`config.mk`:
```
export PLATFORM = sky130hd
export DESIGN_NAME = kmp_pattern_matcher_top
export DESIGN_NICKNAME = d
export VERILOG_FILES = /design/src/design/kmp_pkg.sv /design/src/design/kmp_pattern_matcher_top.sv /design/src/design/kmp_ctrl.sv
export SDC_FILE = /design/constraint.sdc
export NUM_CORES = 1
export LEC_CHECK = 0
export BUFFER_PORTS_ARGS = -buffer_cell sky130_fd_sc_hd__buf_2
export CORE_UTILIZATION = 51
export CTS_CLUSTER_DIAMETER = 100
export CTS_CLUSTER_SIZE = 20
export DETAILED_ROUTE_END_ITERATION = 7
export PLACE_DENSITY = 0.69
export SLEW_MARGIN = 20
export SYNTH_ARGS = -nofsm -noshare
export SYNTH_HDL_FRONTEND = slang
export SYNTH_HIERARCHICAL = 1
export SYNTH_SLANG_ARGS = --single-unit
```
`constraint.sdc`:
```
create_clock -name clk -period 5.35 [get_ports clk]
set_clock_uncertainty 0.1 [all_clocks]
set_input_delay 0 -clock clk [delete_from_list [all_inputs] [get_ports clk]]
set_output_delay 0 -clock clk [all_outputs]
set_load 0.005 [all_outputs]
```
`src/design/kmp_pkg.sv`:
```
// ============================================================================
// kmp_pkg
// Types and constants shared by the KMP pattern matcher modules.
// ============================================================================
package kmp_pkg;

  localparam int unsigned SYM_W = 8;   // width of a pattern or text byte
  localparam int unsigned POS_W = 32;  // width of the text position

  // Sequencer states of the search controller.
  typedef enum logic [1:0] {
    ST_IDLE,   // waiting for an item
    ST_WALK,   // comparing a stored byte, following failure links
    ST_MATCH,  // occurrence complete, reading the failure value of the last entry
    ST_EMIT    // result known at acceptance, waiting to hand it over
  } kmp_state_t;

  // One result item as handed from the controller to the output stage.
  typedef struct packed {
    logic             status;
    logic [POS_W-1:0] match_start;
    logic             match_found;
  } kmp_result_t;

endpackage

```
`src/design/kmp_pattern_matcher_top.sv`:
```
// ============================================================================
// kmp_pattern_matcher_top
// Streaming Knuth-Morris-Pratt byte search with an incrementally built
// failure table and a registered result stage.
// ============================================================================
// Pattern items append one byte to the stored pattern and build its failure
// entry; text items are searched against the stored pattern, and every text
// byte that completes an occurrence reports the position of the occurrence's
// first byte, overlapping occurrences included. Every item yields exactly one
// result item. The controller takes no new item until the result of the
// last one is handed to the output register. Each failure link followed
// adds a step to the read loop through the pattern and failure memories,
// which have registered reads, and a text byte that completes an occurrence
// adds a further read of its failure value. Over a stream, failure-link
// steps average at most one per byte. A pattern byte that arrives while the
// store holds MAX_PATTERN bytes is dropped and its result carries the status
// flag. The text position stops at its largest value. The memories need no
// clearing after reset: only written entries are read.
module kmp_pattern_matcher_top
  import kmp_pkg::*;
#(
  parameter int unsigned MAX_PATTERN = 32
) (
  input  logic        clk,
  input  logic        rst_n,
  input  logic        in_tvalid,
  output logic        in_tready,
  input  logic [7:0]  in_tdata,   // [7:0] symbol
  input  logic [1:0]  in_tuser,   // [0] operation, [1] restart
  output logic        out_tvalid,
  input  logic        out_tready,
  output logic [31:0] out_tdata,  // [31:0] match_start
  output logic [1:0]  out_tuser   // [0] match_found, [1] status
);

  logic        res_valid;
  logic        res_ready;
  kmp_result_t res;

  kmp_ctrl #(
    .MAX_PATTERN(MAX_PATTERN)
  ) u_ctrl (
    .clk         (clk),
    .rst_n       (rst_n),
    .item_valid  (in_tvalid),
    .item_ready  (in_tready),
    .item_op     (in_tuser[0]),
    .item_sym    (in_tdata),
    .item_restart(in_tuser[1]),
    .res_valid   (res_valid),
    .res_ready   (res_ready),
    .res         (res)
  );

  // Output register: the controller may hand over a new result whenever the
  // register is empty or its item is being taken in the same cycle.
  logic        out_valid_r;
  kmp_result_t out_res_r;

  assign res_ready = !out_valid_r || out_tready;

  always_ff @(posedge clk) begin
    if (!rst_n) begin
      out_valid_r <= 1'b0;
    end else if (res_ready) begin
      out_valid_r <= res_valid;
    end
  end

  always_ff @(posedge clk) begin
    if (res_valid && res_ready) begin
      out_res_r <= res;
    end
  end

  assign out_tvalid = out_valid_r;
  assign out_tdata  = out_res_r.match_start;
  assign out_tuser  = {out_res_r.status, out_res_r.match_found};

endmodule

```
`src/design/kmp_ctrl.sv`:
```
// ============================================================================
// kmp_ctrl
// Sequencer of the KMP matcher: owns the pattern and failure memories,
// appends pattern bytes and walks failure links for pattern and text bytes.
// ============================================================================
module kmp_ctrl
  import kmp_pkg::*;
#(
  parameter int unsigned MAX_PATTERN = 32
) (
  input  logic              clk,
  input  logic              rst_n,
  input  logic              item_valid,
  output logic              item_ready,
  input  logic              item_op,
  input  logic [SYM_W-1:0]  item_sym,
  input  logic              item_restart,
  output logic              res_valid,
  input  logic              res_ready,
  output kmp_result_t       res
);

  localparam int unsigned IDX_W = (MAX_PATTERN > 1) ? $clog2(MAX_PATTERN) : 1;
  localparam int unsigned CNT_W = $clog2(MAX_PATTERN + 1);

  // Memories: pattern bytes and failure values, registered reads.
  logic [SYM_W-1:0] pat_mem  [MAX_PATTERN];
  logic [IDX_W-1:0] fail_mem [MAX_PATTERN];

  logic             pat_we, fail_we;
  logic [IDX_W-1:0] pat_waddr, fail_waddr, pat_raddr, fail_raddr;
  logic [SYM_W-1:0] pat_wdata, pat_rdata_r;
  logic [IDX_W-1:0] fail_wdata, fail_rdata_r;

  always_ff @(posedge clk) begin
    if (pat_we) begin
      pat_mem[pat_waddr] <= pat_wdata;
    end
    pat_rdata_r <= pat_mem[pat_raddr];
  end

  always_ff @(posedge clk) begin
    if (fail_we) begin
      fail_mem[fail_waddr] <= fail_wdata;
    end
    fail_rdata_r <= fail_mem[fail_raddr];
  end

  // Control and payload registers.
  kmp_state_t       state_r, state_nxt;
  logic [CNT_W-1:0] count_r, count_nxt;
  logic [IDX_W-1:0] bpl_r, bpl_nxt;
  logic [IDX_W-1:0] mlen_r, mlen_nxt;
  logic [POS_W-1:0] pos_r, pos_nxt;
  logic             op_r, op_nxt;
  logic [SYM_W-1:0] sym_r, sym_nxt;
  logic [IDX_W-1:0] j_r, j_nxt;
  logic             status_r, status_nxt;
  logic [POS_W-1:0] item_pos_r, item_pos_nxt;
  logic [POS_W-1:0] start_r, start_nxt;

  always_ff @(posedge clk) begin
    if (!rst_n) begin
      state_r <= ST_IDLE;
      count_r <= '0;
      bpl_r   <= '0;
      mlen_r  <= '0;
      pos_r   <= '0;
    end else begin
      state_r <= state_nxt;
      count_r <= count_nxt;
      bpl_r   <= bpl_nxt;
      mlen_r  <= mlen_nxt;
      pos_r   <= pos_nxt;
    end
  end

  always_ff @(posedge clk) begin
    op_r       <= op_nxt;
    sym_r      <= sym_nxt;
    j_r        <= j_nxt;
    status_r   <= status_nxt;
    item_pos_r <= item_pos_nxt;
    start_r    <= start_nxt;
  end

  // Values seen by an item at acceptance, after any restart has taken effect.
  logic             restart_pat;
  logic [CNT_W-1:0] eff_count;
  logic [IDX_W-1:0] eff_bpl, eff_mlen, j_start;
  logic [POS_W-1:0] eff_pos;
  logic             full, trivial, hit, walk_done, is_match;
  logic [CNT_W-1:0] jn;

  always_comb begin
    restart_pat = item_restart && !item_op;
    eff_count   = restart_pat ? '0 : count_r;
    eff_bpl     = restart_pat ? '0 : bpl_r;
    eff_mlen    = item_restart ? '0 : mlen_r;
    eff_pos     = (item_restart && item_op) ? '0 : pos_r;
    j_start     = (CNT_W'(eff_mlen) >= count_r) ? '0 : eff_mlen;
    full        = (eff_count == CNT_W'(MAX_PATTERN));
    trivial     = item_op ? (count_r == '0) : (full || (eff_count == '0));
    hit         = (pat_rdata_r == sym_r);
    walk_done   = hit || (j_r == '0);
    jn          = hit ? (CNT_W'(j_r) + CNT_W'(1)) : '0;
    is_match    = op_r && (jn == count_r);
  end

  // Next state.
  always_comb begin
    state_nxt = state_r;
    unique case (state_r)
      ST_IDLE: begin
        if (item_valid) begin
          state_nxt = trivial ? ST_EMIT : ST_WALK;
        end
      end
      ST_WALK: begin
        if (walk_done) begin
          if (is_match) begin
            state_nxt = ST_MATCH;
          end else if (res_ready) begin
            state_nxt = ST_IDLE;
          end
        end
      end
      ST_MATCH, ST_EMIT: begin
        if (res_ready) begin
          state_nxt = ST_IDLE;
        end
      end
      default: state_nxt = ST_IDLE;
    endcase
  end

  // Outputs, memory accesses and register updates.
  always_comb begin
    item_ready   = (state_r == ST_IDLE);
    res_valid    = 1'b0;
    res          = '0;
    pat_we       = 1'b0;
    pat_waddr    = eff_count[IDX_W-1:0];
    pat_wdata    = item_sym;
    fail_we      = 1'b0;
    fail_waddr   = count_r[IDX_W-1:0];
    fail_wdata   = jn[IDX_W-1:0];
    pat_raddr    = j_r;
    fail_raddr   = j_r - IDX_W'(1);
    count_nxt    = count_r;
    bpl_nxt      = bpl_r;
    mlen_nxt     = mlen_r;
    pos_nxt      = pos_r;
    op_nxt       = op_r;
    sym_nxt      = sym_r;
    j_nxt        = j_r;
    status_nxt   = status_r;
    item_pos_nxt = item_pos_r;
    start_nxt    = start_r;

    unique case (state_r)
      ST_IDLE: begin
        if (item_valid) begin
          op_nxt    = item_op;
          sym_nxt   = item_sym;
          mlen_nxt  = eff_mlen;
          count_nxt = eff_count;
          bpl_nxt   = eff_bpl;
          if (!item_op) begin
            status_nxt = full;
            if (!full) begin
              pat_we = 1'b1;
              if (eff_count == '0) begin
                // First byte: its failure value is zero by definition.
                fail_we    = 1'b1;
                fail_waddr = '0;
                fail_wdata = '0;
                count_nxt  = CNT_W'(1);
                bpl_nxt    = '0;
              end else begin
                j_nxt      = eff_bpl;
                pat_raddr  = eff_bpl;
                fail_raddr = eff_bpl - IDX_W'(1);
              end
            end
          end else begin
            status_nxt   = 1'b0;
            item_pos_nxt = eff_pos;
            pos_nxt      = (&eff_pos) ? eff_pos : (eff_pos + POS_W'(1));
            j_nxt        = j_start;
            pat_raddr    = j_start;
            fail_raddr   = j_start - IDX_W'(1);
          end
        end
      end
      ST_WALK: begin
        if (!walk_done) begin
          j_nxt      = fail_rdata_r;
          pat_raddr  = fail_rdata_r;
          fail_raddr = fail_rdata_r - IDX_W'(1);
        end else if (op_r) begin
          if (is_match) begin
            start_nxt  = item_pos_r - POS_W'(count_r) + POS_W'(1);
            fail_raddr = IDX_W'(count_r - CNT_W'(1));
          end else begin
            res_valid = 1'b1;
            if (res_ready) begin
              mlen_nxt = jn[IDX_W-1:0];
            end
          end
        end else begin
          res_valid = 1'b1;
          if (res_ready) begin
            fail_we   = 1'b1;
            bpl_nxt   = jn[IDX_W-1:0];
            count_nxt = count_r + CNT_W'(1);
          end
        end
      end
      ST_MATCH: begin
        fail_raddr      = IDX_W'(count_r - CNT_W'(1));
        res_valid       = 1'b1;
        res.match_found = 1'b1;
        res.match_start = start_r;
        if (res_ready) begin
          mlen_nxt = fail_rdata_r;
        end
      end
      ST_EMIT: begin
        res_valid  = 1'b1;
        res.status = status_r;
      end
      default: begin
        res_valid = 1'b0;
      end
    endcase
  end

endmodule

```
==> summary.md <==
| Metric | Value |
|---|---|
| Crit Path Max Fanout | `13` |
| Vias per cell | `6.028` |
| Worst setup SP type | `flip-flop` |
| Skew-Pair Late Insertion Delay | `580 ps` |
| Hold Crit Start | `out_tready` |
| GRT met3 Usage | `0.02829` |
| CTS tree | `built` |
| Yosys Warn Count | `6` |
| Worst vdd ir | `0.4843 mV` |
| Seq/Total Area, Yosys | `0.6435` |
| Die Width | `230.4 um` |
| Final hold violation count | `0` |
| Pin count of the biggest net entering global routing | `129` |
| DRC violations left | `0` |
| Most used routing layer | `met2` |
| Inst Count DP | `2759` |
| Number of core rows | `83` |
| Primary FF master, synth | `edfxtp_1` |
| First-pass DRT Iterations | `6` |
| Leak Pwr | `9.893 nW` |
| Initial antenna violation count | `0` |
| NumNets Final | `2198` |
| Worst Tran Pin Value | `1033 ps` |
| Multi-input combinational cell area | `0.008817 mm^2` |
| Area of the mapped netlist | `0.02660 mm^2` |
| Clock tree buffer depth | `3` |
| Grt ovf | `0` |
| Slew HR | `0.2937` |
| Final cycle utilization of the critical path | `0.8850` |
| Cts bufs inserted | `35` |
| Dominant cells by area after synthesis | `edfxtp_1, dfxtp_1, nand2_1` |
| DR iter-0 viols | `1486` |
| Final HPWL from detailed placement | `39.81 mm` |
| Setup TNS | `0 ps` |
| Fillers | `4174` |
| Layout cell share with drive strength beyond 1 | `0.09420` |
| Clock root cell | `clkbuf_16` |
| Grt met1 use | `0.3202` |
| I/O Buffers | `49` |
| Final min period | `4735 ps` |
| R2R cell count | `14` |
| Vias in the first global route | `16616` |
| Hold EP | `out_tdata[13]$_DFFE_PP_` |
| Clk sinks | `593` |
| Die area | `0.05307 mm^2` |
| H-tree levels | `2` |
| Post-synthesis average cell area | `12.73 um^2` |
| Fmax | `0.2112 GHz` |
| Setup-failing EPs final | `0` |
| Most area-hungry cell type in the Yosys netlist | `edfxtp_1` |
| Core ar. | `0.05141 mm^2` |
| Syn Nets | `2159` |
| Register area | `0.01712 mm^2` |
| Routability cong. | `0.9631` |
| Reg clk slew, reported paths | `90 ps` |
| RSZ-0062 raised after global routing | `no` |
| R2R Path End | `u_ctrl/fail_rdata_r[4]$_DFF_P_` |
| GRT Resource Usage Total | `0.2316` |
| Final WL | `61.51 mm` |
| Routed wire per std cell | `21.70 um` |
| Post-synth EDFFs | `524` |
| Starting Density | `0.5174` |
| Most numerous cell in the Yosys netlist | `edfxtp_1` |
| Pwr/cell area | `493.2 mW/mm^2` |
| Reg2Reg Setup Slack | `620 ps` |
| Worst EP arrival | `5090 ps` |
| GR Util met2 | `0.3798` |
| Commonest cells post-synth | `edfxtp_1, nand2_1, nor2_1` |
| DRT antenna net count | `0` |
| Worst Hold Class | `input pin to flip-flop` |
| Status | `completed` |
| Pins Over Slew Limit | `0` |
| R2R Path Start | `u_ctrl/count_r[1]$_SDFFE_PN0P_` |
| Max_cap viols | `0` |
| FF+latch count, synth | `593` |
| Worst setup EP type | `flip-flop` |
| First-pass GRT wire length | `95.03 mm` |
| Area grow syn2layout | `8.514%` |
| DR vias | `17088` |
| WS Path Type | `flip-flop to flip-flop` |
| Die extent in y | `230.4 um` |
| Yosys cell types | `81` |
| Post-CTS setup buffer count | `0` |
| Non-Filler Instances | `2835` |
| Syn Inst Count | `2090` |
| Hold path cells | `3` |
| Top-level I/O count | `50` |
| Fraction of registers with async set/reset | `0` |
| Antenna cells | `0` |
| Worst EP required | `5710 ps` |
| Post-synth top area share | `0.5916` |
where the power goes:
part / internal [mW] / switching (mW)
registers: 5.33 / 0.163
logic: 2.26 / 3.77
clock network: 1.25 / 1.46
placed cells by master, fill, tap and decap left out, drive strengths merged, types with 35 or more instances in the layout:
cell type / count
edfxtp: 524
nand2: 227
nor2: 183
and2: 129
a211oi: 104
buf: 97
inv: 72
a21oi: 71
dfxtp: 69
xnor2: 59
clkbuf: 59
ha: 54
nand3: 52
a31oi: 40
a311oi: 37
o21ai: 35
registers in the layout (all words and copies together) (netlist names):
signal / flops
u_ctrl/count_r: 6
u_ctrl/state_r: 2
u_ctrl/fail_rdata_r: 5
u_ctrl/pos_r: 32
u_ctrl/op_r: 1
u_ctrl/status_r: 1
u_ctrl/pat_rdata_r: 8
u_ctrl/sym_r: 8
u_ctrl/pat_mem: 256
u_ctrl/j_r: 5
out_tvalid: 1
out_tuser: 2
u_ctrl/mlen_r: 5
u_ctrl/fail_mem: 160
out_tdata: 32
u_ctrl/start_r: 32
u_ctrl/bpl_r: 5
u_ctrl/item_pos_r: 32
layout make-up:
class / instances / share of cell area
clock buffer: 59 / 0.03346
timing repair buffer: 110 / 0.02852
multi-input combinational: 1321 / 0.3055
sequential: 593 / 0.5930
inverter: 68 / 0.008843
clock inverter: 4 / 0.001214
tap: 680 / 0.02948
cells by family (layout without fill, tap and decap cells):
group,Yosys count,in the layout,synth area share
flops,593,593,0.6435
mux,65,65,0.04027
xor+xnor,80,80,0.02634
simple gates,713,713,0.1281
compound gates,408,408,0.1078
buf+inv,176,241,0.02789
fa+ha+maj,55,55,0.02615
worst max path at each step:
stage,from,endpoint,cells past startpoint
final,u_ctrl/count_r[1]$_SDFFE_PN0P_,u_ctrl/fail_rdata_r[4]$_DFF_P_,14
after global placement,u_ctrl/count_r[1]$_SDFFE_PN0P_,u_ctrl/fail_rdata_r[1]$_DFF_P_,14
after detailed placement,u_ctrl/count_r[1]$_SDFFE_PN0P_,u_ctrl/fail_rdata_r[2]$_DFF_P_,14
after floorplan,u_ctrl/j_r[0]$_DFF_P_,u_ctrl/start_r[0]$_DFFE_PP_,8
after CTS,u_ctrl/count_r[1]$_SDFFE_PN0P_,u_ctrl/fail_rdata_r[2]$_DFF_P_,14
after global routing,u_ctrl/count_r[1]$_SDFFE_PN0P_,u_ctrl/fail_rdata_r[4]$_DFF_P_,14
worst max-delay path: stages (launching register included):
cell      delay (ps)
dfxtp_1          580
inv_1            210
ha_1             330
a211o_1          290
a21oi_1          410
nand2_1          170
ha_1             300
mux2i_1           60
a21oi_1          240
o221ai_1         210
o22ai_4          580
buf_4            290
mux4_2           510
o22ai_1          220
nor4_1           100
routing by layer:
layer / wire (um) / vias up
li1: - / 7882
met1: 26660 / 8475
met2: 29630 / 620
met3: 3390 / 111
met4: 1832 / 0
met5: 0 / -
metrics by stage:
step | hold WS (ps) | area [um^2] | utilization | total power, mW | setup WS, ps
floorplan | -1.131 | 26610 | - | 9.833 | 1245
global placement | 153.3 | 27730 | 0.5395 | 11.45 | 779.2
detailed placement | 159.0 | 27730 | 0.5395 | 11.56 | 691.8
CTS | 110.1 | 28860 | 0.5615 | 14.27 | 660.0
global route | 135.9 | 28860 | 0.5615 | 14.97 | 310.6
finish | 135.1 | 28860 | 0.5615 | 14.23 | 615.3
what timing repair did:
item                                    in CTS  in global routing
hold endpoints to repair                   315                  0
endpoints found under the setup margin       0                  0
resized for setup                            0                  0
hold buffers                                13                  0
Power figures use the tool's default switching activity.
